--- src/sv/mtbl_pkg.sv ---
// ----------------------------------------------------------------------------
// mtbl_pkg: shared types and constants of the move-to-back list cipher
// Holds the list geometry, the cell command set and the controller states.
// ----------------------------------------------------------------------------
package mtbl_pkg;

   localparam int LIST_DEPTH = 256;
   localparam int SYM_W      = 8;
   localparam int LEN_W      = $clog2(LIST_DEPTH + 1);

   localparam int CSR_ADDR_W = 3;
   localparam int CSR_DATA_W = 32;

   // Register index, taken from the word address of the configuration port.
   localparam logic REG_DECRYPT_MODE = 1'b0;

   typedef enum logic [2:0] {
      CELL_HOLD,
      CELL_CLEAR,
      CELL_ROTATE,
      CELL_POP,
      CELL_APPEND
   } cell_op_type;

   typedef struct packed {
      cell_op_type      op;
      logic [SYM_W-1:0] value;
   } cell_cmd_type;

   typedef enum logic [1:0] {
      ST_IDLE,
      ST_SCAN,
      ST_FINISH
   } state_type;

endpackage

--- src/sv/mtbl_cell.sv ---
// ----------------------------------------------------------------------------
// mtbl_cell: one position of the symbol list
// Holds one symbol and an occupied bit, and shifts toward the head on command.
// ----------------------------------------------------------------------------
module mtbl_cell (
   input  logic                       clock,
   input  logic                       reset,
   input  mtbl_pkg::cell_cmd_type     cmd,
   input  logic [mtbl_pkg::SYM_W-1:0] fb_data,
   input  logic                       next_occ,
   input  logic [mtbl_pkg::SYM_W-1:0] next_data,
   input  logic                       prev_occ,
   output logic                       occ,
   output logic [mtbl_pkg::SYM_W-1:0] data
);

   logic                       occ_ff;
   logic                       occ_in;
   logic [mtbl_pkg::SYM_W-1:0] data_ff;
   logic [mtbl_pkg::SYM_W-1:0] data_in;

   always_comb begin
      occ_in  = occ_ff;
      data_in = data_ff;
      unique case (cmd.op)
         mtbl_pkg::CELL_HOLD: begin
         end
         mtbl_pkg::CELL_CLEAR: begin
            occ_in = 1'b0;
         end
         mtbl_pkg::CELL_ROTATE: begin
            // The last occupied cell receives the symbol leaving the head.
            data_in = next_occ ? next_data : fb_data;
            occ_in  = next_occ | occ_ff;
         end
         mtbl_pkg::CELL_POP: begin
            data_in = next_data;
            occ_in  = next_occ;
         end
         mtbl_pkg::CELL_APPEND: begin
            if (!occ_ff && prev_occ) begin
               data_in = cmd.value;
               occ_in  = 1'b1;
            end
         end
      endcase
   end

   always_ff @(posedge clock) begin
      if (reset) begin
         occ_ff <= 1'b0;
      end else begin
         occ_ff <= occ_in;
      end
   end

   always_ff @(posedge clock) begin
      data_ff <= data_in;
   end

   assign occ  = occ_ff;
   assign data = data_ff;

endmodule

--- config.mk ---
export PLATFORM = sky130hd
export DESIGN_NAME = mtbl_cell
export DESIGN_NICKNAME = d
export VERILOG_FILES = /design/src/sv/mtbl_pkg.sv /design/src/sv/mtbl_cell.sv
export SDC_FILE = /design/constraint.sdc
export NUM_CORES = 1
export LEC_CHECK = 0
export BUFFER_PORTS_ARGS = -buffer_cell sky130_fd_sc_hd__buf_2
export CORE_UTILIZATION = 35
export DETAILED_ROUTE_END_ITERATION = 10
export PLACE_DENSITY = 0.79
export SLEW_MARGIN = 40
export SYNTH_ARGS = -nofsm -noshare
export SYNTH_HDL_FRONTEND = slang
export SYNTH_SLANG_ARGS = --single-unit
--- constraint.sdc ---
create_clock -name clock -period 1.9 [get_ports clock]
set_input_delay 0 -clock clock [delete_from_list [all_inputs] [get_ports clock]]
set_output_delay 0 -clock clock [all_outputs]
set_load 0.01 [all_outputs]
; Word level (Yosys, flattened, before mapping)
; Index checks and enable logic that the tools add are counted.
[classes]
n_eq_ne = 5
mux = 5
bitwise_logic = 1
reduce_logical = 6
[ops]
columns = cell, count
row1 = one-hot mux 8 bit (3 select lines), 1
row2 = 2-to-1 mux 8 bit, 2
row3 = equality test 3 x 2 -> 1 bit (second input constant), 2
row4 = one-hot mux 1 bit (4 select lines), 1
row5 = AND reduction 2 bit, 2
row6 = nonzero test 4 bit, 1
row7 = equality test 3 x 1 -> 1 bit (second input constant), 1
row8 = equality test 3 bit (second input constant), 1
row9 = nonzero test 3 bit, 1
row10 = inequality test 2 bit (second input constant), 1
row11 = logical AND 1 bit, 1
row12 = logical NOT 1 bit, 1
row13 = 2-to-1 mux 1 bit, 1
row14 = bitwise OR 1 bit, 1
[word_totals]
regBits = 9
out_inout_bits = 9
wordCells = 19

; Longest topological paths before layout
; Gate-level depths: netlist (run 1).
[depth]
word_depth = 4
depth_mapped = 4

; Least setup slack after synthesis (run 1)
; OpenSTA, ideal clock, no wires.
[synth_path]
path_kind = input port to flip-flop
from = input port cmd[9] (netlist name)
to = register data_ff, in the netlist data[0], enable pin
setup_ns = 0.375
arrival_time_ns = 0.875
t_required_ns = 1.525
setup_slack_ns = 0.651
stages = 4
path_buffers = 0
cell_sequence = nand2b_1 nor2_4 nand2_1 o21bai_1
[synth_between]
elab_chain_len = 3
elab_cells_between_ends = 6
classes_between = eq/ne: 4 / reduce/logical: 2
[synth_lines]
columns = item, line
row1 = from (decl), mtbl_cell.sv:8  ; input mtbl_pkg::cell_cmd_type cmd,
row2 = equality test 3 bit or equality test 3 x 2 -> 1 bit (tied branches), mtbl_cell.sv:25  ; unique case (cmd.op)
row3 = inequality test 2 bit (no source line) or nonzero test 3 bit (tied branches), --
row4 = AND reduction 2 bit (no source line) (*), --
row5 = to (signal assigned), mtbl_cell.sv:58  ; data_ff <= data_in;
row6 = to (decl), mtbl_cell.sv:19  ; logic [mtbl_pkg::SYM_W-1:0] data_ff;
; Mark *: on every way between the ends. The rest lies on a longest branch, timed or not.
; A chain may end at the register's enable or synchronous reset.

; Worst setup path after layout (run 1)
[layout_path]
from = input port cmd[9] (netlist name)
to = register data_ff, in the netlist data[7] (data pin)
[layout_between]
elab_chain_len = 2
elab_cells_between_ends = 4
classes_between = eq/ne: 3 / mux: 1
[layout_lines]
columns = item, line
row1 = equality test 3 bit or equality test 3 x 2 -> 1 bit (tied branches), mtbl_cell.sv:25
row2 = one-hot mux 8 bit (3 select lines) (*), mtbl_cell.sv:25
row3 = net data_in (one bit), mtbl_cell.sv:20  ; logic [mtbl_pkg::SYM_W-1:0] data_in;
; Mark *: on every way through the listed nets, which the timed path passes. The rest lies on a longest branch.

==> results.toml, run 1 <==
[status]
status = "complete, no violations"

[hold_path]
hp-start = "prev_occ"
holdCritPathClass = "in2reg"

[pwr]
p_leak_nw = 0.342
power_switching_mw = 0.109
swShare = 0.228
p_per_area_nw_per_um2 = 648
ir_drop_v = 0.000230
clockPowerShare = 0.291
pwr-share-seq = 0.493
p_int_mw = 0.370
pwr-share-comb = 0.217

[grt]
overflow = 0
grt_max_degree = 11
antenna_found_initial = 0
grt_pass1_vias = 404
grt_usage = 0.153
grt_pass1_wl_um = 1500

[worst_setup_path]
worstSetupPathType = "in2reg"
crit_required_ns = 1.90
worstSetupStartpoint = "cmd[9]"
end_kind = "flop"
r2r-start = "occ"
path_max_fanout = 10
crit_arrival_ns = 0.94
setup.worst_path.start_class = "input port"

[route]
first_pass_iters = 4
num_vias = 483
wire_per_inst_um = 11.2
final_antenna_net_count = 0
viasPerCell = 4.93
wl_um = 1090
drt_iter0_markers = 8
drcViolationCount = 0

[sta]
rsz0062_at_grt = "false"
setup_ws_ns = 0.956
tightest_slew_ns = 0.355
worst_clock_skew_ns = 0.00237
setup_viol = 0
final.period_utilization = 0.497
timing.fmax_ghz = 1.06
drv_slew = 0
maxSlewHeadroom = 0.762
tns_ns = 0
finalCriticalPeriod_ns = 0.944
final_hold_viol_count = 0

[clock_network]
cts_sinks = 9
clock_latency_ns = 0.25
cts_buffers = 3
root_buffer = "clkbuf_4"
htreeDepth = 1
clk_pin_slew_worst_paths_ns = 0.06
tritoncts = "yes"
clockBufferDepth = 2

[placement]
port_buffers = 39
gp_congestion = 0.883
place_inst = 93
dpl.hpwl_um = 909
place_ws_ns = 0.682

[floorplan]
io_pins = 40
dieWidth_um = 39.1
dieHeight_um = 39.1
core_area_um2 = 1280
start_util = 0.375
fp.dieArea_um2 = 1530
num_rows = 13

[layout]
finalNonFillerCells = 98
nets = 115
drive_above_1_share = 0.566
fillerInstances = 113
area_growth_pct = 53.5
n_antenna_cell = 0

[synthesis]
ys_seq_area_frac = 0.540
syn_inst = 38
synth.area.top_cells = "edfxtp_1 (50%), a221o_1 (17%), and2_1 (10%)"
synth_top_area_cell = "edfxtp_1"
avgSynthCellArea_um2 = 12.7
yosysWarnings = 0
syn_area_um2 = 482
ys_types = 16
synth_top_cell_area_share = 0.499
synth_nets = 69
ys_seq_elements = 9

[flow_run]
cap_violations = 0
## routing by layer
| layer | vias to the layer above | global-route usage | routed length [um] |
|---|---|---|---|
| met5 | - | 0 | 0 |
| li1 | 241 | - | - |
| met1 | 221 | 0.142 | 410 |
| met2 | 15 | 0.254 | 601 |
| met4 | 0 | 0.181 | 41 |
| met3 | 6 | 0.0289 | 40 |
## cell families after synthesis
kind of cell | count (synthesis) | share of synthesized area
buf+inv | 1 | 0.00778
simple gates | 15 | 0.195
compound gates | 13 | 0.257
flops | 9 | 0.540
## Yosys cell counts
cell type,n
and2_1,8
edfxtp_1,8
inv_1,1
a31oi_1,1
nor2b_2,1
a211oi_4,1
nor2_2,1
o21ai_0,1
nor2_4,1
nand2b_1,1
o21bai_1,1
nand2_1,2
a221o_1,8
nor2_1,1
a21oi_1,1
dfxtp_1,1
## power groups by stage
stage	sequential, mW	combinational [mW]	clock [mW]
2_1_floorplan	0.248	0.0416	0
3_3_place_gp	0.240	0.101	0
3_5_place_dp	0.240	0.103	0
4_1_cts	0.236	0.104	0.143
5_1_grt	0.237	0.114	0.152
6_report	0.236	0.104	0.139
## critical path: stages
cell	delay, ns
buf_2	0.10
nand2b_1	0.18
nor2_4	0.20
a211oi_4	0.10
a221o_1	0.37
## layout make-up
type	instances	area, um2	share of cell area
timing repair buffer	41	213	0.288
tap	15	18.8	0.0254
sequential	9	260	0.352
multi-input combinational	28	218	0.294
clock buffer	4	26.3	0.0355
inverter	1	3.75	0.00508
## registers in the layout, indices dropped and copies added, names as in the netlist
signal and flops:
occ 1, data 8
## what timing repair did
item	CTS	global route
setup buffers	0	0
gates resized for setup	0	0
hold buffers	1	0
hold endpoints to repair	1	0
## metrics by stage
| stage | util | instance area (um2) | power, mW | hold WS, ns |
|---|---|---|---|---|
| after global placement | 0.547 | 703 | 0.342 | 0.162 |
| after floorplan | - | 482 | 0.290 | 0.0694 |
| after detailed placement | 0.547 | 703 | 0.343 | 0.168 |
| final | 0.575 | 739 | 0.479 | 0.0251 |
| after CTS | 0.575 | 739 | 0.483 | 0.0199 |
| after global routing | 0.575 | 739 | 0.503 | 0.0264 |
## cells in the final DEF (no fill, tap or decap), types with 2 or more instances in the layout
cell type  synthesis  final
buf_2              0     39
and2_1             8      8
a221o_1            8      8
edfxtp_1           8      8
clkbuf_4           0      3
nand2_1            2      2
## path summary, 6_finish.rpt
kind         endpoint  slack (ns)  cells past startpoint
max           data[7]        0.96                      5
min               occ        0.03                      3
max reg2reg   data[4]        0.98                      2
min reg2reg       occ        0.52                      2
Note: power is estimated with default switching activity, not from simulation.
==> run 2, diff against run 1 <==
Settings changed: CORE_UTILIZATION 35 to 32, PLACE_DENSITY 0.79 to 0.76.
Clock period 1.9 ns to 0.8 ns, I/O delays scaled along.
==> run 2 against run 1 <==
Net effect: the flow now finishes with violations (negative setup slack); utilization is 2.4 points higher; combinational power grew to 2.8 times the previous value; sequential share of layout area is 2.9 points lower; total power is 150% higher; clock power is 140% higher; register-to-register slack worse by 1.1 ns; die area is 8.9% higher; hold slack better by 0.024 ns; critical path depth is 4 lower; sequential cell count stayed put; clock skew is 0.0016 ns lower; critical endpoint is now data[2].
==> results.toml, run 2 (synthesis gave the netlist of run 1 again) <==
[grt]
grt_pass1_vias = 465
grt_max_degree = 9
antenna_found_initial = 0
overflow = 0
grt_pass1_wl_um = 1930
grt_usage = 0.181

[layout]
layout_common_cells = "buf_2 (37), and2_1 (8), a221o_1 (8), edfxtp_1 (8)"
finalNonFillerCells = 101
layout_commonest_cell = "buf_2"
design_area_um2 = 810
n_antenna_cell = 0
area_growth_pct = 68.1
final_util = 0.600
fillerInstances = 111
largest_reg_flops = 8
drive_above_1_share = 0.628
nets = 118

[pwr]
p_per_area_nw_per_um2 = 1470
p_total_mw = 1.19
p_leak_nw = 0.375
ir_drop_v = 0.000502

[floorplan]
start_util = 0.357
dieWidth_um = 40.8
fp.dieArea_um2 = 1660
num_rows = 13
dieHeight_um = 40.8
io_pins = 40
core_area_um2 = 1350

[clock_network]
clk_pin_slew_worst_paths_ns = 0.06
clock_latency_ns = 0.25
root_buffer = "clkbuf_4"
clockBufferDepth = 2
cts_buffers = 3
htreeDepth = 1
postCtsSetupRepairBufs = 0
cts_sinks = 9
tritoncts = "yes"

[sta]
setup_viol = 18
final_hold_viol_count = 0
final.period_utilization = 1.11
setup_ws_ns = -0.0851
worst_clock_skew_ns = 0.000731
drv_slew = 0
finalCriticalPeriod_ns = 0.885
maxSlewHeadroom = 0.754
rsz0062_at_grt = "true"
timing.fmax_ghz = 1.13
tightest_slew_ns = 0.368

[route]
drcViolationCount = 0
wl_um = 1310
num_vias = 506
first_pass_iters = 4
final_antenna_net_count = 0
wire_per_inst_um = 13.0
drt_iter0_markers = 13
viasPerCell = 5.01

[worst_setup_path]
worstSetupPathType = "reg2reg"
r2r_cells = 1
path_max_fanout = 8
end_kind = "flop"
critical_path_depth = 1
crit_family = "flip-flops"
crit_end = "data[2]"
setup.worst_path.start_class = "flop"
crit_required_ns = 0.73
path_cells = "o21bai_4"
cp_slowest_cell = "dfxtp_2"
crit_arrival_ns = 0.82
r2r_slack_ns = -0.09
critPathBufInv = 0
cpPeakStageDelay_ns = 0.33
timing.rr.end = "data[2]"
worstSetupStartpoint = "occ"
r2r-start = "occ"

[hold_path]
holdCritPathClass = "in2reg"
hp-start = "next_data[0]"

[flow_run]
cap_violations = 0

[status]
status = "complete, but fails checks"
violations = "negative setup slack"

[placement]
place_inst = 96
place_area_um2 = 759
dpl.hpwl_um = 988
port_buffers = 39
gp_congestion = 0.797
## run 2: stage by stage
stage	worst slack, ns	hold WS (ns)	setup TNS [ns]
after floorplan	-0.162	0.0694	-2.46
after global placement	-0.302	0.159	-4.62
after detailed placement	-0.333	0.162	-5.13
after CTS	-0.103	0.0466	-1.03
after global routing	-0.138	0.0558	-1.71
final	-0.0851	0.0488	-0.947
## run 2: final cells by class
cell class	count	area, um2	share of cell area
sequential	9	262	0.323
timing repair buffer	44	260	0.321
multi-input combinational	28	239	0.295
clock buffer	4	26.3	0.0325
tap	15	18.8	0.0232
inverter	1	3.75	0.00464
## run 2: where the power goes
part	leakage [nW]	total, mW	internal [mW]	switching [mW]
Combinational	0.274	0.288	0.161	0.127
Sequential	0.0856	0.563	0.555	0.00834
Clock	0.0150	0.337	0.191	0.145
Total	0.375	1.19	0.907	0.281
## run 2: what timing repair did
action                                  CTS  global route
hold buffers                              1             0
endpoints found under the setup margin   18            18
pin swaps                                 4             1
gates resized for setup                   3             1
hold endpoints to repair                  1             0
## run 2: worst min path at each step
stage,end,slack [ns],depth (start not counted)
4_1_cts,data[0],0.05,2
6_report,data[0],0.05,2
2_1_floorplan,occ,0.07,1
5_1_grt,data[0],0.06,2
3_3_place_gp,occ,0.16,2
3_5_place_dp,occ,0.16,2
## run 2: metal layers
metal / routed length [um] / part of all wire / global-route usage / vias up
li1: - / - / - / 249
met1: 482 / 0.37 / 0.200 / 233
met2: 748 / 0.57 / 0.340 / 22
met3: 61 / 0.046 / 0 / 2
met4: 19 / 0.014 / 0.108 / 0
met5: 0 / 0 / 0 / -
