**config.mk**
```make
export PLATFORM = sky130hd
export DESIGN_NAME = mtbl_ctrl
export DESIGN_NICKNAME = d
export VERILOG_FILES = /design/src/sv/mtbl_pkg.sv /design/src/sv/mtbl_ctrl.sv
export SDC_FILE = /design/constraint.sdc
export NUM_CORES = 1
export LEC_CHECK = 0
export BUFFER_PORTS_ARGS = -buffer_cell sky130_fd_sc_hd__buf_2
export CAP_MARGIN = 20
export CORE_AREA = 2 2 101 103
export CTS_CLUSTER_DIAMETER = 30
export DETAILED_ROUTE_END_ITERATION = 8
export DIE_AREA = 0 0 103 105
export GPL_TIMING_DRIVEN = 0
export MAX_ROUTING_LAYER = met4
export PLACE_DENSITY_LB_ADDON = 0.08
export SLEW_MARGIN = 20
export SYNTH_ARGS = -nofsm -noshare
export SYNTH_HDL_FRONTEND = slang
export SYNTH_SLANG_ARGS = --single-unit
export TNS_END_PERCENT = 5
```
**constraint.sdc**
```tcl
create_clock -name clock -period 6.4 [get_ports clock]
set_input_delay 0.96 -clock clock [delete_from_list [all_inputs] [get_ports clock]]
set_output_delay 0.96 -clock clock [all_outputs]
set_load 0.02 [all_outputs]
```
**src/sv/mtbl_pkg.sv**
```systemverilog
// ----------------------------------------------------------------------------
// mtbl_pkg: shared types and constants of the move-to-back list cipher
// Holds the list geometry, the cell command set and the controller states.
// ----------------------------------------------------------------------------
package mtbl_pkg;

   localparam int LIST_DEPTH = 256;
   localparam int SYM_W      = 8;
   localparam int LEN_W      = $clog2(LIST_DEPTH + 1);

   localparam int CSR_ADDR_W = 3;
   localparam int CSR_DATA_W = 32;

   // Register index, taken from the word address of the configuration port.
   localparam logic REG_DECRYPT_MODE = 1'b0;

   typedef enum logic [2:0] {
      CELL_HOLD,
      CELL_CLEAR,
      CELL_ROTATE,
      CELL_POP,
      CELL_APPEND
   } cell_op_type;

   typedef struct packed {
      cell_op_type      op;
      logic [SYM_W-1:0] value;
   } cell_cmd_type;

   typedef enum logic [1:0] {
      ST_IDLE,
      ST_SCAN,
      ST_FINISH
   } state_type;

endpackage

```
**src/sv/mtbl_ctrl.sv**
```systemverilog
// ----------------------------------------------------------------------------
// mtbl_ctrl: sequencer of the move-to-back list cipher
// Scans the list as it recirculates through the head cell, picks the
// neighbor symbol, steers the move to the list end and holds the response.
// ----------------------------------------------------------------------------
module mtbl_ctrl (
   input  logic                       clock,
   input  logic                       reset,
   input  logic                       decrypt_mode,
   input  logic                       req_valid,
   output logic                       req_ready,
   input  logic [mtbl_pkg::SYM_W-1:0] req_data_in,
   input  logic                       req_first_of_message,
   output logic                       rsp_valid,
   input  logic                       rsp_ready,
   output logic [mtbl_pkg::SYM_W-1:0] rsp_data_out,
   output logic                       rsp_list_full,
   input  logic [mtbl_pkg::SYM_W-1:0] head_data,
   output mtbl_pkg::cell_cmd_type     cmd
);

   mtbl_pkg::state_type        state_ff, state_in;
   logic [mtbl_pkg::LEN_W-1:0] length_ff, length_in;
   logic [mtbl_pkg::LEN_W-1:0] step_ff, step_in;
   logic [mtbl_pkg::SYM_W-1:0] sym_ff, sym_in;
   logic [mtbl_pkg::SYM_W-1:0] prev_ff, prev_in;
   logic [mtbl_pkg::SYM_W-1:0] first_ff, first_in;
   logic [mtbl_pkg::SYM_W-1:0] result_ff, result_in;
   logic                       hit_ff, hit_in;
   logic                       pend_ff, pend_in;
   logic                       wrap_ff, wrap_in;
   logic                       take_last_ff, take_last_in;
   logic                       rsp_valid_ff, rsp_valid_in;
   logic [mtbl_pkg::SYM_W-1:0] rsp_data_ff, rsp_data_in;
   logic                       rsp_full_ff, rsp_full_in;
   logic                       out_free;
   logic                       last_step;
   logic                       match;

   assign out_free  = !rsp_valid_ff || rsp_ready;
   assign last_step = (step_ff == length_ff - mtbl_pkg::LEN_W'(1));
   assign match     = (head_data == sym_ff);

   always_comb begin
      state_in     = state_ff;
      length_in    = length_ff;
      step_in      = step_ff;
      sym_in       = sym_ff;
      prev_in      = prev_ff;
      first_in     = first_ff;
      result_in    = result_ff;
      hit_in       = hit_ff;
      pend_in      = pend_ff;
      wrap_in      = wrap_ff;
      take_last_in = take_last_ff;
      rsp_valid_in = rsp_valid_ff;
      rsp_data_in  = rsp_data_ff;
      rsp_full_in  = rsp_full_ff;
      req_ready    = 1'b0;
      cmd.op       = mtbl_pkg::CELL_HOLD;
      cmd.value    = sym_ff;

      if (rsp_valid_ff && rsp_ready) begin
         rsp_valid_in = 1'b0;
      end

      unique case (state_ff)
         mtbl_pkg::ST_IDLE: begin
            req_ready = 1'b1;
            if (req_valid) begin
               sym_in       = req_data_in;
               step_in      = '0;
               hit_in       = 1'b0;
               pend_in      = 1'b0;
               wrap_in      = 1'b0;
               take_last_in = 1'b0;
               if (req_first_of_message) begin
                  cmd.op    = mtbl_pkg::CELL_CLEAR;
                  length_in = '0;
                  state_in  = mtbl_pkg::ST_FINISH;
               end else if (length_ff == '0) begin
                  state_in = mtbl_pkg::ST_FINISH;
               end else begin
                  state_in = mtbl_pkg::ST_SCAN;
               end
            end
         end

         mtbl_pkg::ST_SCAN: begin
            step_in = step_ff + mtbl_pkg::LEN_W'(1);
            prev_in = head_data;
            if (step_ff == '0) begin
               first_in = head_data;
            end
            if (last_step) begin
               state_in = mtbl_pkg::ST_FINISH;
            end

            if (!decrypt_mode) begin
               // Encrypt: the matching symbol leaves the ring here and its
               // predecessor is the symbol that left just before it.
               if (match) begin
                  cmd.op = mtbl_pkg::CELL_POP;
                  hit_in = 1'b1;
                  if (step_ff == '0) begin
                     take_last_in = 1'b1;
                  end else begin
                     result_in = prev_ff;
                  end
               end else begin
                  cmd.op = mtbl_pkg::CELL_ROTATE;
               end
               // A match at the head wraps to the last symbol of the list.
               if (last_step && (take_last_ff || (match && step_ff == '0))) begin
                  result_in = head_data;
               end
            end else begin
               // Decrypt: the symbol after the match is the result and the
               // one that moves to the end.
               if (pend_ff) begin
                  cmd.op    = mtbl_pkg::CELL_POP;
                  result_in = head_data;
                  pend_in   = 1'b0;
               end else begin
                  cmd.op = mtbl_pkg::CELL_ROTATE;
               end
               if (match) begin
                  hit_in = 1'b1;
                  if (last_step) begin
                     // The successor of the last symbol is the first one,
                     // which one more rotation moves to the end.
                     wrap_in   = 1'b1;
                     result_in = (step_ff == '0) ? head_data : first_ff;
                  end else begin
                     pend_in = 1'b1;
                  end
               end
            end
         end

         mtbl_pkg::ST_FINISH: begin
            if (out_free) begin
               state_in     = mtbl_pkg::ST_IDLE;
               rsp_valid_in = 1'b1;
               rsp_full_in  = 1'b0;
               rsp_data_in  = hit_ff ? result_ff : sym_ff;
               if (!hit_ff) begin
                  if (length_ff < mtbl_pkg::LEN_W'(mtbl_pkg::LIST_DEPTH)) begin
                     cmd.op    = mtbl_pkg::CELL_APPEND;
                     cmd.value = sym_ff;
                     length_in = length_ff + mtbl_pkg::LEN_W'(1);
                  end else begin
                     rsp_full_in = 1'b1;
                  end
               end else if (wrap_ff) begin
                  cmd.op = mtbl_pkg::CELL_ROTATE;
               end else begin
                  cmd.op    = mtbl_pkg::CELL_APPEND;
                  cmd.value = decrypt_mode ? result_ff : sym_ff;
               end
            end
         end

         default: begin
            state_in = mtbl_pkg::ST_IDLE;
         end
      endcase
   end

   always_ff @(posedge clock) begin
      if (reset) begin
         state_ff     <= mtbl_pkg::ST_IDLE;
         length_ff    <= '0;
         rsp_valid_ff <= 1'b0;
      end else begin
         state_ff     <= state_in;
         length_ff    <= length_in;
         rsp_valid_ff <= rsp_valid_in;
      end
   end

   always_ff @(posedge clock) begin
      step_ff      <= step_in;
      sym_ff       <= sym_in;
      prev_ff      <= prev_in;
      first_ff     <= first_in;
      result_ff    <= result_in;
      hit_ff       <= hit_in;
      pend_ff      <= pend_in;
      wrap_ff      <= wrap_in;
      take_last_ff <= take_last_in;
      rsp_data_ff  <= rsp_data_in;
      rsp_full_ff  <= rsp_full_in;
   end

   assign rsp_valid     = rsp_valid_ff;
   assign rsp_data_out  = rsp_data_ff;
   assign rsp_list_full = rsp_full_ff;

`ifndef SYNTHESIS
   a_clear_on_accept: assert property (@(posedge clock) disable iff (reset)
      (cmd.op == mtbl_pkg::CELL_CLEAR) |-> (req_valid && req_ready))
      else $error("list cleared outside of a request");

   a_length_bound: assert property (@(posedge clock) disable iff (reset)
      length_ff <= mtbl_pkg::LEN_W'(mtbl_pkg::LIST_DEPTH))
      else $error("list length beyond depth");

   a_scan_in_range: assert property (@(posedge clock) disable iff (reset)
      (state_ff == mtbl_pkg::ST_SCAN) |-> (step_ff < length_ff))
      else $error("scan step past the list end");

   a_finish_delivers: assert property (@(posedge clock) disable iff (reset)
      (state_ff == mtbl_pkg::ST_FINISH && out_free) |=>
         (rsp_valid && state_ff == mtbl_pkg::ST_IDLE))
      else $error("finished request did not produce a response");

   a_full_only_on_miss: assert property (@(posedge clock) disable iff (reset)
      (state_ff == mtbl_pkg::ST_FINISH && out_free && hit_ff) |=> !rsp_list_full)
      else $error("full flag raised for a known symbol");
`endif

endmodule

```
## Word-level counts from Yosys, hierarchy flattened

Index checks and enable logic that the tools add are counted.

- Output and inout bits: 22
- Register bits: 66

- $add $sub $neg: 3
- Magnitude comparators: 1
- Reduce and logical (&&, ||, !) cells: 22
- Mux-type cells: 56
- Eq/ne operators: 15

Operators by type and width:

| cell | number |
|---|---|
| $mux 8 | 12 |
| $mux 9 | 6 |
| $pmux 9 s2 | 2 |
| $mux 11 | 3 |
| $mux 1 | 20 |
| $ne 2x2->1 const B | 10 |
| $add 9x1->9 const B | 2 |
| $logic_not 9->1 | 2 |
| $reduce_and 3->1 | 4 |
| $mux 2 | 5 |
| $reduce_and 5->1 | 2 |
| $eq 9x9->1 | 1 |
| $lt 9x9->1 const B | 1 |
| $pmux 3 s3 | 1 |
| $sub 9x1->9 const B | 1 |
| $eq 8x8->1 | 1 |
| $pmux 1 s2 | 4 |
| $mux 3 | 2 |
| $pmux 2 s3 | 1 |
| $reduce_and 2->1 | 3 |
| $reduce_and 6->1 | 1 |
| $reduce_bool 2->1 | 2 |
| $logic_and 1x1->1 | 3 |
| $ne 3x2->1 const B | 1 |
| other kinds (6) | 7 |

## Depth between registers and ports, before layout

Gate-level depths: netlist of run 1.

- Depth in word-level cells: 6
- Gate-level depth with buffers: 11
- Gate-level depth less buffers: 9

## Worst setup path after synthesis of run 1

Ideal clock, no wire load.

- Path kind: input -> output
- Start: input head_data[1] in the netlist's numbering
- End: output cmd[8] in the netlist's numbering
- Path buffers: 0
- Cell stages on the path: 6
- Slack: 3.005 ns
- Arrival time: 2.435 ns
- Cell sequence: xor2_1 > nor4_1 > nand2_1 > nor2_1 > a21oi_1 > o21ai_0

RTL lines:

| element | line | text |
|---|---|---|
| start: declaration | mtbl_ctrl.sv:18 | `input logic [mtbl_pkg::SYM_W-1:0] head_data,` |
| end: declaration | mtbl_ctrl.sv:19 | `output mtbl_pkg::cell_cmd_type cmd` |

==> results of run 1 <==
-- final cells by class --
class                           instances  area [µm²]
Fill cell                             981        5410
Sequential cell                        66        1860
Multi-Input combinational cell        214        1650
Timing Repair Buffer                   43         215
Tap cell                              133         166
Clock buffer                           10         128
Buffer                                 19         111
Inverter                               17        63.8
Clock inverter                          6        33.8
-- report_power, final --
| part | internal [µW] | switching [µW] | total, µW |
|---|---|---|---|
| registers | 486 | 14.0 | 500 |
| clock network | 137 | 161 | 298 |
| logic | 55.5 | 81.8 | 137 |
| total | 678 | 256 | 935 |
-- kinds of logic after synthesis --
logic type	count (synthesis)	share of synthesized area [%]
AOI/OAI and AO/OA	45	10.4
DFF	66	50.6
buffers and inverters	36	4.76
and+or+nand+nor	97	15.0
xor gates and xnor gates	35	8.33
muxes	32	9.24
adders and majority gates	5	1.70
-- through the flow --
| step | instances | worst slack [ns] |
|---|---|---|
| 2_1_floorplan | 316 | 3.01 |
| 3_3_place_gp | 492 | 2.51 |
| 3_5_place_dp | 492 | 2.59 |
| 4_1_cts | 508 | 2.58 |
| 5_1_grt | 508 | 2.41 |
| 6_report | 508 | 2.56 |
-- registers in the layout, summed over array words and instances (netlist names), 2 cells and up --
register      flops
rsp_data_out      8
step_ff           9
first_ff          8
result_ff         8
prev_ff           8
state_ff          2
sym_ff            8
length_ff         9
-- cells in the mapped netlist, types with 2 or more instances --
cell,count,area share [%]
sky130_fd_sc_hd__nor4_1,5,0.85
sky130_fd_sc_hd__xor2_1,21,5.0
sky130_fd_sc_hd__nor3_2,2,0.54
sky130_fd_sc_hd__buf_6,3,0.92
sky130_fd_sc_hd__ha_1,5,1.7
sky130_fd_sc_hd__nand2_1,12,1.2
sky130_fd_sc_hd__nor3b_1,2,0.41
sky130_fd_sc_hd__dfxtp_1,12,6.5
sky130_fd_sc_hd__nor4b_1,4,0.95
sky130_fd_sc_hd__mux2i_1,16,4.3
sky130_fd_sc_hd__nand4_1,2,0.34
sky130_fd_sc_hd__or3_1,3,0.51
sky130_fd_sc_hd__o21ai_0,6,0.82
sky130_fd_sc_hd__a21oi_2,2,0.48
sky130_fd_sc_hd__nor3_1,7,0.95
sky130_fd_sc_hd__nand2b_1,6,1.0
sky130_fd_sc_hd__inv_1,17,1.7
sky130_fd_sc_hd__edfxtp_1,54,44
sky130_fd_sc_hd__and2_1,3,0.51
sky130_fd_sc_hd__a2111oi_0,9,2.1
sky130_fd_sc_hd__nor2_1,27,2.8
sky130_fd_sc_hd__and2b_2,6,1.4
sky130_fd_sc_hd__buf_2,3,0.41
sky130_fd_sc_hd__xnor2_1,14,3.3
sky130_fd_sc_hd__a221oi_2,8,3.3
sky130_fd_sc_hd__mux2_2,16,4.9
sky130_fd_sc_hd__nand3_1,8,1.1
sky130_fd_sc_hd__a21oi_1,8,1.1
sky130_fd_sc_hd__and2b_1,2,0.41
sky130_fd_sc_hd__clkbuf_1,10,1.0
sky130_fd_sc_hd__nor2b_1,2,0.34
sky130_fd_sc_hd__a211oi_1,3,0.61
-- tightest hold or removal path, cell delays in order (launching register included) --
cell	delay [ns]
sky130_fd_sc_hd__dfxtp_1	0.32
sky130_fd_sc_hd__nand2b_1	0.09
sky130_fd_sc_hd__a21oi_1	0.06
-- routing by layer --
metal | vias to the layer above | GRT usage [%] | share of wire (%) | wire [µm]
met3 | 10 | 3.61 | 3.4 | 286
met5 | - | - | 0 | 0
li1 | 1267 | - | - | -
met4 | 0 | 4.79 | 1.2 | 100
met2 | 42 | 28.0 | 52 | 4300
met1 | 1218 | 19.6 | 44 | 3630
-- worst max-delay path by stage --
stage	from	end	slack (ns)	depth (start not counted)
3_5_place_dp	head_data[1]	cmd[8]	2.59	8
2_1_floorplan	head_data[1]	cmd[8]	3.01	6
6_report	head_data[1]	cmd[8]	2.56	8
4_1_cts	head_data[1]	cmd[8]	2.58	8
5_1_grt	head_data[1]	cmd[8]	2.41	8
3_3_place_gp	head_data[1]	cmd[8]	2.51	8
-- cell usage in the layout (no fill, tap or decap), types with 2 or more instances in the layout --
cell                          n
sky130_fd_sc_hd__a2111oi_0    9
sky130_fd_sc_hd__dfxtp_1     12
sky130_fd_sc_hd__xnor2_1     14
sky130_fd_sc_hd__a21oi_2      2
sky130_fd_sc_hd__buf_2       46
sky130_fd_sc_hd__nor3_1       6
sky130_fd_sc_hd__nor4b_1      4
sky130_fd_sc_hd__nor2b_1      2
sky130_fd_sc_hd__clkbuf_1    11
sky130_fd_sc_hd__o21ai_0      6
sky130_fd_sc_hd__nor4_1       5
sky130_fd_sc_hd__nand2b_1     6
sky130_fd_sc_hd__clkinvlp_4   2
sky130_fd_sc_hd__a21oi_1      8
sky130_fd_sc_hd__nor2_1      27
sky130_fd_sc_hd__xor2_1      21
sky130_fd_sc_hd__nand3_1      8
sky130_fd_sc_hd__nor3b_1      2
sky130_fd_sc_hd__and2b_1      2
sky130_fd_sc_hd__nor3_2       3
sky130_fd_sc_hd__buf_6        3
sky130_fd_sc_hd__nand2_1     12
sky130_fd_sc_hd__edfxtp_1    54
sky130_fd_sc_hd__a211oi_1     3
sky130_fd_sc_hd__inv_1       17
sky130_fd_sc_hd__or3_1        3
sky130_fd_sc_hd__and2b_2      6
sky130_fd_sc_hd__clkinv_2     3
sky130_fd_sc_hd__clkbuf_8     9
sky130_fd_sc_hd__and2_1       3
sky130_fd_sc_hd__nand4_1      2
sky130_fd_sc_hd__mux2_2      16
sky130_fd_sc_hd__a221oi_2     8
sky130_fd_sc_hd__mux2i_1     16
sky130_fd_sc_hd__ha_1         5
==> implementation parameters, run 1 <==
Parameter                              Value

Hold path
  Worst min-delay path startpoint ... rsp_valid$_SDFF_PP0_
  Class of the tightest hold or removal check ... reg2reg
  Capture endpoint of the worst hold path ... rsp_valid$_SDFF_PP0_
  Worst hold path cell count ... 2

Detailed routing
  TritonRoute pass-1 iters ... 4
  Total number of vias ... 2537
  Total Routed Length ... 8320 µm
  Post-DRT Antenna Nets ... 0
  Initial DRC Count ... 93
  Detailed-route wire length per cell ... 16.4 µm
  Via density ... 4.99
  Number of remaining DRC errors ... 0

Synthesis
  Fraction of the yosys area taken by sequential cells ... 50.6%
  Mean instance size in the synthesized netlist ... 11.7 µm²
  Number of enable flip-flop cells after synthesis ... 54
  Synth Net Count ... ~340
  Async set-or-reset flop fraction in the synthesized netlist ... 0%
  Synthesis Warnings ... 0
  Post-synthesis sequential element count ... 66
  Synth Instances ... 316
  Library cells used by synthesis ... 50
  Top_reg_cell synth ... sky130_fd_sc_hd__edfxtp_1
  Netlist area before placement ... 3680 µm²

Timing
  Final setup vio count ... 0
  Smallest hold slack ... a little over 0.5 ns
  Total negative setup slack ... 0 ns
  Final count of hold timing violations ... 0
  Unrepaired setup endpoints after global routing ... no
  Time the worst path needs with I/O delays and setup ... 3.84 ns
  Final Skew ... 0.00966 ns
  Final-report max-slew violation count ... 0
  Max transition margin ... 40.7%
  Transition time of the tightest slew-check pin ... approximately 0.89 ns
  Period Utilization, post-route ... 60.1%
  Fmax ... 0.260 GHz

Floorplan
  Initial core utilization ... between 30% and 40%
  Boundary Pins ... 44
  Y dimension of the die ... 105 µm
  Die width ... around 100 µm
  Core ar. ... 9640 µm²
  Die Area ... around 11000 µm²
  Number of rows in the core area ... 36

Finish
  Core utilization of the finished layout ... 43.9%
  Area growth from synthesis to final layout ... 14.9%
  Antenna cells ... 0
  Final layout net count ... around 400
  Cell area after layout ... 4230 µm²
  Share of final-layout standard cells stronger than drive strength 1 ... 28.5%

Global routing
  Via count of the first global-routing pass ... 2603
  Wire length of the first global-routing pass ... 13200 µm
  Initial antenna violation count ... 0
  Total global routing overflow ... 0
  Largest net degree at the start of global routing ... 24
  Total GRT Usage ... 16.6%

Setup path
  Max FO, Critical Path ... 5
  Arrival time worst endpoint ... between 2 and 3 ns
  Required @ worst endpoint ... around 5.4 ns
  R2r startpoint ... length_ff[0]$_SDFFE_PP0P_
  Type of element launching the critical path ... primary input
  Most prevalent standard cell on the critical path ... sky130_fd_sc_hd__buf_2
  Worst Setup Path Type ... in2out
  Buffers and inverters on the worst path ... 2
  Critical Path, Cell by Cell ... buf_2, xor2_1, nor4_1, nand2_1, nor2_1, a21oi_1, o21ai_0, buf_2
  Top Family by Delay on Critical Path ... simple AND/OR/NAND/NOR gates
  Critical path's largest stage delay ... 0.74 ns
  Register-to-Register Path Depth ... 11
  Setup slack on the worst flop-to-flop path ... 2.86 ns
  Critical path capture point type ... primary output
  Slowest cell on the critical path ... sky130_fd_sc_hd__nor4_1
  Worst R2R End ... result_ff[6]$_DFFE_PP_

Clocking
  Clock transition time at the flip-flop clock pins of the worst setup and hold paths ... 0.07 ns
  Number of H-tree levels ... 3
  Post CTS Setup Buffer Count ... 0
  Clock latency on the worst-skew pair ... 0.34 ns
  Number of gates given a new drive strength after cts ... 0
  Total number of clock tree sinks ... 66
  Worst-case clock buffer depth ... 2
  CTS tree ... yes
  CTS Root Buffer Type ... sky130_fd_sc_hd__clkbuf_8
  Total clock buffers created by CTS ... 9
  Post-CTS Hold Buffers ... 0

Status
  Run status ... finished, final reports clean

Power and ir drop
  Leakage power of the design ... approximately 0.0016 µW
  Max rail drop VDD ... 0.0998 mV
  Power density normalized to cell area ... 221 nW/µm²
  Tot Pwr ... 935 µW

Placed design
  Global placement routability congestion ... 0.767
  Placement-stage cell area ... ~4000 µm²
  Count of input and output buffers ... between 40 and 50
  Final HPWL from detailed placement ... just under 6000 µm

Flow run
  Max-cap violations ... 0
Power figures use the tool's default switching activity.
==> inputs of run 2 (changes only) <==
==> constraint.sdc (replaced) <==
create_clock -name clock -period 3.45 [get_ports clock]
set_input_delay 0.5175 -clock clock [delete_from_list [all_inputs] [get_ports clock]]
set_output_delay 0.5175 -clock clock [all_outputs]
set_load 0.02 [all_outputs]
==> run 2 against run 1 <==
Sequential power is 85% higher. Design area is 0.18% higher. Power is 85% higher. Sequential cell count stayed put. Non-clock buffer count stayed put. Combinational power is 86% higher. First-iteration DRC count is 6.5% higher. Register-to-register slack worse by 2.6 ns. Die area stayed put. Largest cell class unchanged.
==> implementation parameters, run 2 (synthesis results as in run 1) <==
Parameter                              Value

Status
  Run status ... finished, final reports clean

Global routing
  Initial antenna violation count ... 0 (unchanged)
  Via count of the first global-routing pass ... 2603 (unchanged)
  Total global routing overflow ... 0 (unchanged)
  Largest net degree at the start of global routing ... 24 (unchanged)
  Wire length of the first global-routing pass ... 13200 µm (unchanged)
  Total GRT Usage ... 16.6% (unchanged)

Setup path
  Critical path capture point type ... flip-flop
  Type of element launching the critical path ... flip-flop
  Required @ worst endpoint ... 3.47 ns (-1.97 ns)
  Max FO, Critical Path ... 9 (+4)
  Critical path's largest stage delay ... 0.45 ns (-0.29 ns)
  Slowest cell on the critical path ... sky130_fd_sc_hd__or3b_2
  Worst Setup Path Type ... reg2reg
  Arrival time worst endpoint ... 3.22 ns (+0.34 ns)
  Critical Path, Cell by Cell ... inv_1, ha_1, or3b_2, buf_2, xnor2_1, nor4_1, o21ai_2, nor3_2, buf_6, a311oi_1, nor2_4

Detailed routing
  Total Routed Length ... 8300 µm (-0.19%)
  TritonRoute pass-1 iters ... 4 (unchanged)
  Post-DRT Antenna Nets ... 0 (unchanged)
  Total number of vias ... 2544 (+0.28%)
  Via density ... 5.01 (+0.28%)
  Detailed-route wire length per cell ... 16.3 µm (-0.19%)
  Number of remaining DRC errors ... 0 (unchanged)
  Initial DRC Count ... 99 (+6.5%)

Floorplan
  Core ar. ... 9640 µm² (unchanged)
  Boundary Pins ... 44 (unchanged)
  Die Area ... 10800 µm² (unchanged)
  Number of rows in the core area ... 36 (unchanged)
  Y dimension of the die ... 105 µm (unchanged)
  Die width ... 103 µm (unchanged)
  Initial core utilization ... 38.2% (unchanged)

Timing
  Fmax ... 0.313 GHz
  Final-report max-slew violation count ... 0 (unchanged)
  Smallest hold slack ... 0.353 ns (-0.164 ns)
  Final count of hold timing violations ... 0 (unchanged)
  Final worst slack ... 0.255 ns (-2.30 ns)
  Final setup vio count ... 0 (unchanged)
  Unrepaired setup endpoints after global routing ... no
  Time the worst path needs with I/O delays and setup ... roughly 3.2 ns
  Max transition margin ... 40.1% (-0.56 points)
  Total negative setup slack ... 0 ns (unchanged)
  Transition time of the tightest slew-check pin ... 0.897 ns (+0.00846 ns)
  Final Skew ... 0.00948 ns (-0.000180 ns)
  Period Utilization, post-route ... 92.6%

Power and ir drop
  Power density normalized to cell area ... 409 nW/µm² (+85%)
  Tot Pwr ... 1730 µW (+85%)
  Max rail drop VDD ... 0.185 mV (+85%)
  Leakage power of the design ... 0.00158 µW (about the same)

Clocking
  Total clock buffers created by CTS ... 9 (unchanged)
  CTS Root Buffer Type ... sky130_fd_sc_hd__clkbuf_8
  Clock latency on the worst-skew pair ... 0.34 ns (about the same)
  Post CTS Setup Buffer Count ... 0 (unchanged)
  Number of H-tree levels ... 3 (unchanged)
  Worst-case clock buffer depth ... 2 (unchanged)
  Clock transition time at the flip-flop clock pins of the worst setup and hold paths ... 0.07 ns (about the same)
  Total number of clock tree sinks ... 66 (unchanged)
  CTS tree ... yes

Finish
  Final layout net count ... 397 (unchanged)
  Area growth from synthesis to final layout ... 15.1%
  Most common cell after layout, fill and taps aside ... sky130_fd_sc_hd__edfxtp_1
  Share of final-layout standard cells stronger than drive strength 1 ... 28.8% (+0.27 points)
  Most used cells in the layout excluding fill and tap cells ... sky130_fd_sc_hd__edfxtp_1 (54), sky130_fd_sc_hd__buf_2 (46), sky130_fd_sc_hd__nor2_1 (26), sky130_fd_sc_hd__xor2_1 (21), sky130_fd_sc_hd__inv_1 (17)
  Antenna cells ... 0 (unchanged)
  Largest registers ... length_ff x9, step_ff x9
  Filler instances ... 982 (+0.10%)

Placed design
  Count of input and output buffers ... 43 (unchanged)
  Dpl ws ... -0.0861 ns (-2.68 ns)
  Global placement routability congestion ... 0.767 (unchanged)
  Final HPWL from detailed placement ... 5960 µm (unchanged)

Hold path
  Class of the tightest hold or removal check ... in2reg

Flow run
  Max-cap violations ... 0 (unchanged)
==> run 2: cell type report <==
type | count | area, µm² | area share, %
sequential | 66 | 1860 | 43.9
clock inverter | 6 | 33.8 | 0.797
tap | 133 | 166 | 3.93
multi-input combinational | 214 | 1660 | 39.1
inverter | 17 | 63.8 | 1.51
timing repair buffer | 43 | 215 | 5.08
buffer | 19 | 111 | 2.63
clock buffer | 10 | 128 | 3.01
==> run 2: power breakdown <==
group	switching [µW]	internal, µW
logic	152	103
clock network	297	254
registers	25.9	901
==> run 2: worst paths after layout <==
| check | slack [ns] | endpoint | depth (start not counted) | startpoint |
|---|---|---|---|---|
| max reg2reg | 0.25 | result_ff[6]$_DFFE_PP_ | 11 | length_ff[0]$_SDFFE_PP0P_ |
| min | 0.35 | sym_ff[1]$_DFFE_PP_ | 1 | req_data_in[1] |
| min reg2reg | 0.52 | rsp_valid$_SDFF_PP0_ | 2 | rsp_valid$_SDFF_PP0_ |
| max | 0.25 | result_ff[6]$_DFFE_PP_ | 11 | length_ff[0]$_SDFFE_PP0P_ |
==> run 2: layer usage <==
layer	track usage [%]	share of wire [%]	up-vias
li1	-	-	1267
met1	19.6	44	1228
met2	28.0	52	41
met3	3.61	3.1	8
met4	4.79	1.0	0
met5	-	0	-
==> run 2: timing repair <==
action / in CTS / in global routing
gates resized for setup: 1 / 1
gates cloned: 0 / 0
setup endpoints to repair: 8 / 8
pin swaps: 0 / 0
hold buffers: 0 / 0
==> run 2: per-stage QoR <==
stage          instances  utilization [%]  instance area, µm²
2_1_floorplan        316                -                3680
3_3_place_gp         492             42.2                4060
3_5_place_dp         492             42.2                4070
4_1_cts              508             43.9                4230
5_1_grt              508             44.0                4240
6_report             508             44.0                4240
==> run 2: critical path: cells and delay by family, from the launching register on <==
kind                     cells  cell delay [ns]
AO/OA/AOI/OAI                2             0.32
XOR/XNOR                     1             0.13
adder cells (fa/ha/maj)      1             0.22
buffers and inverters        3             0.48
flip-flops                   1             0.38
AND/OR/NAND/NOR              4             1.34
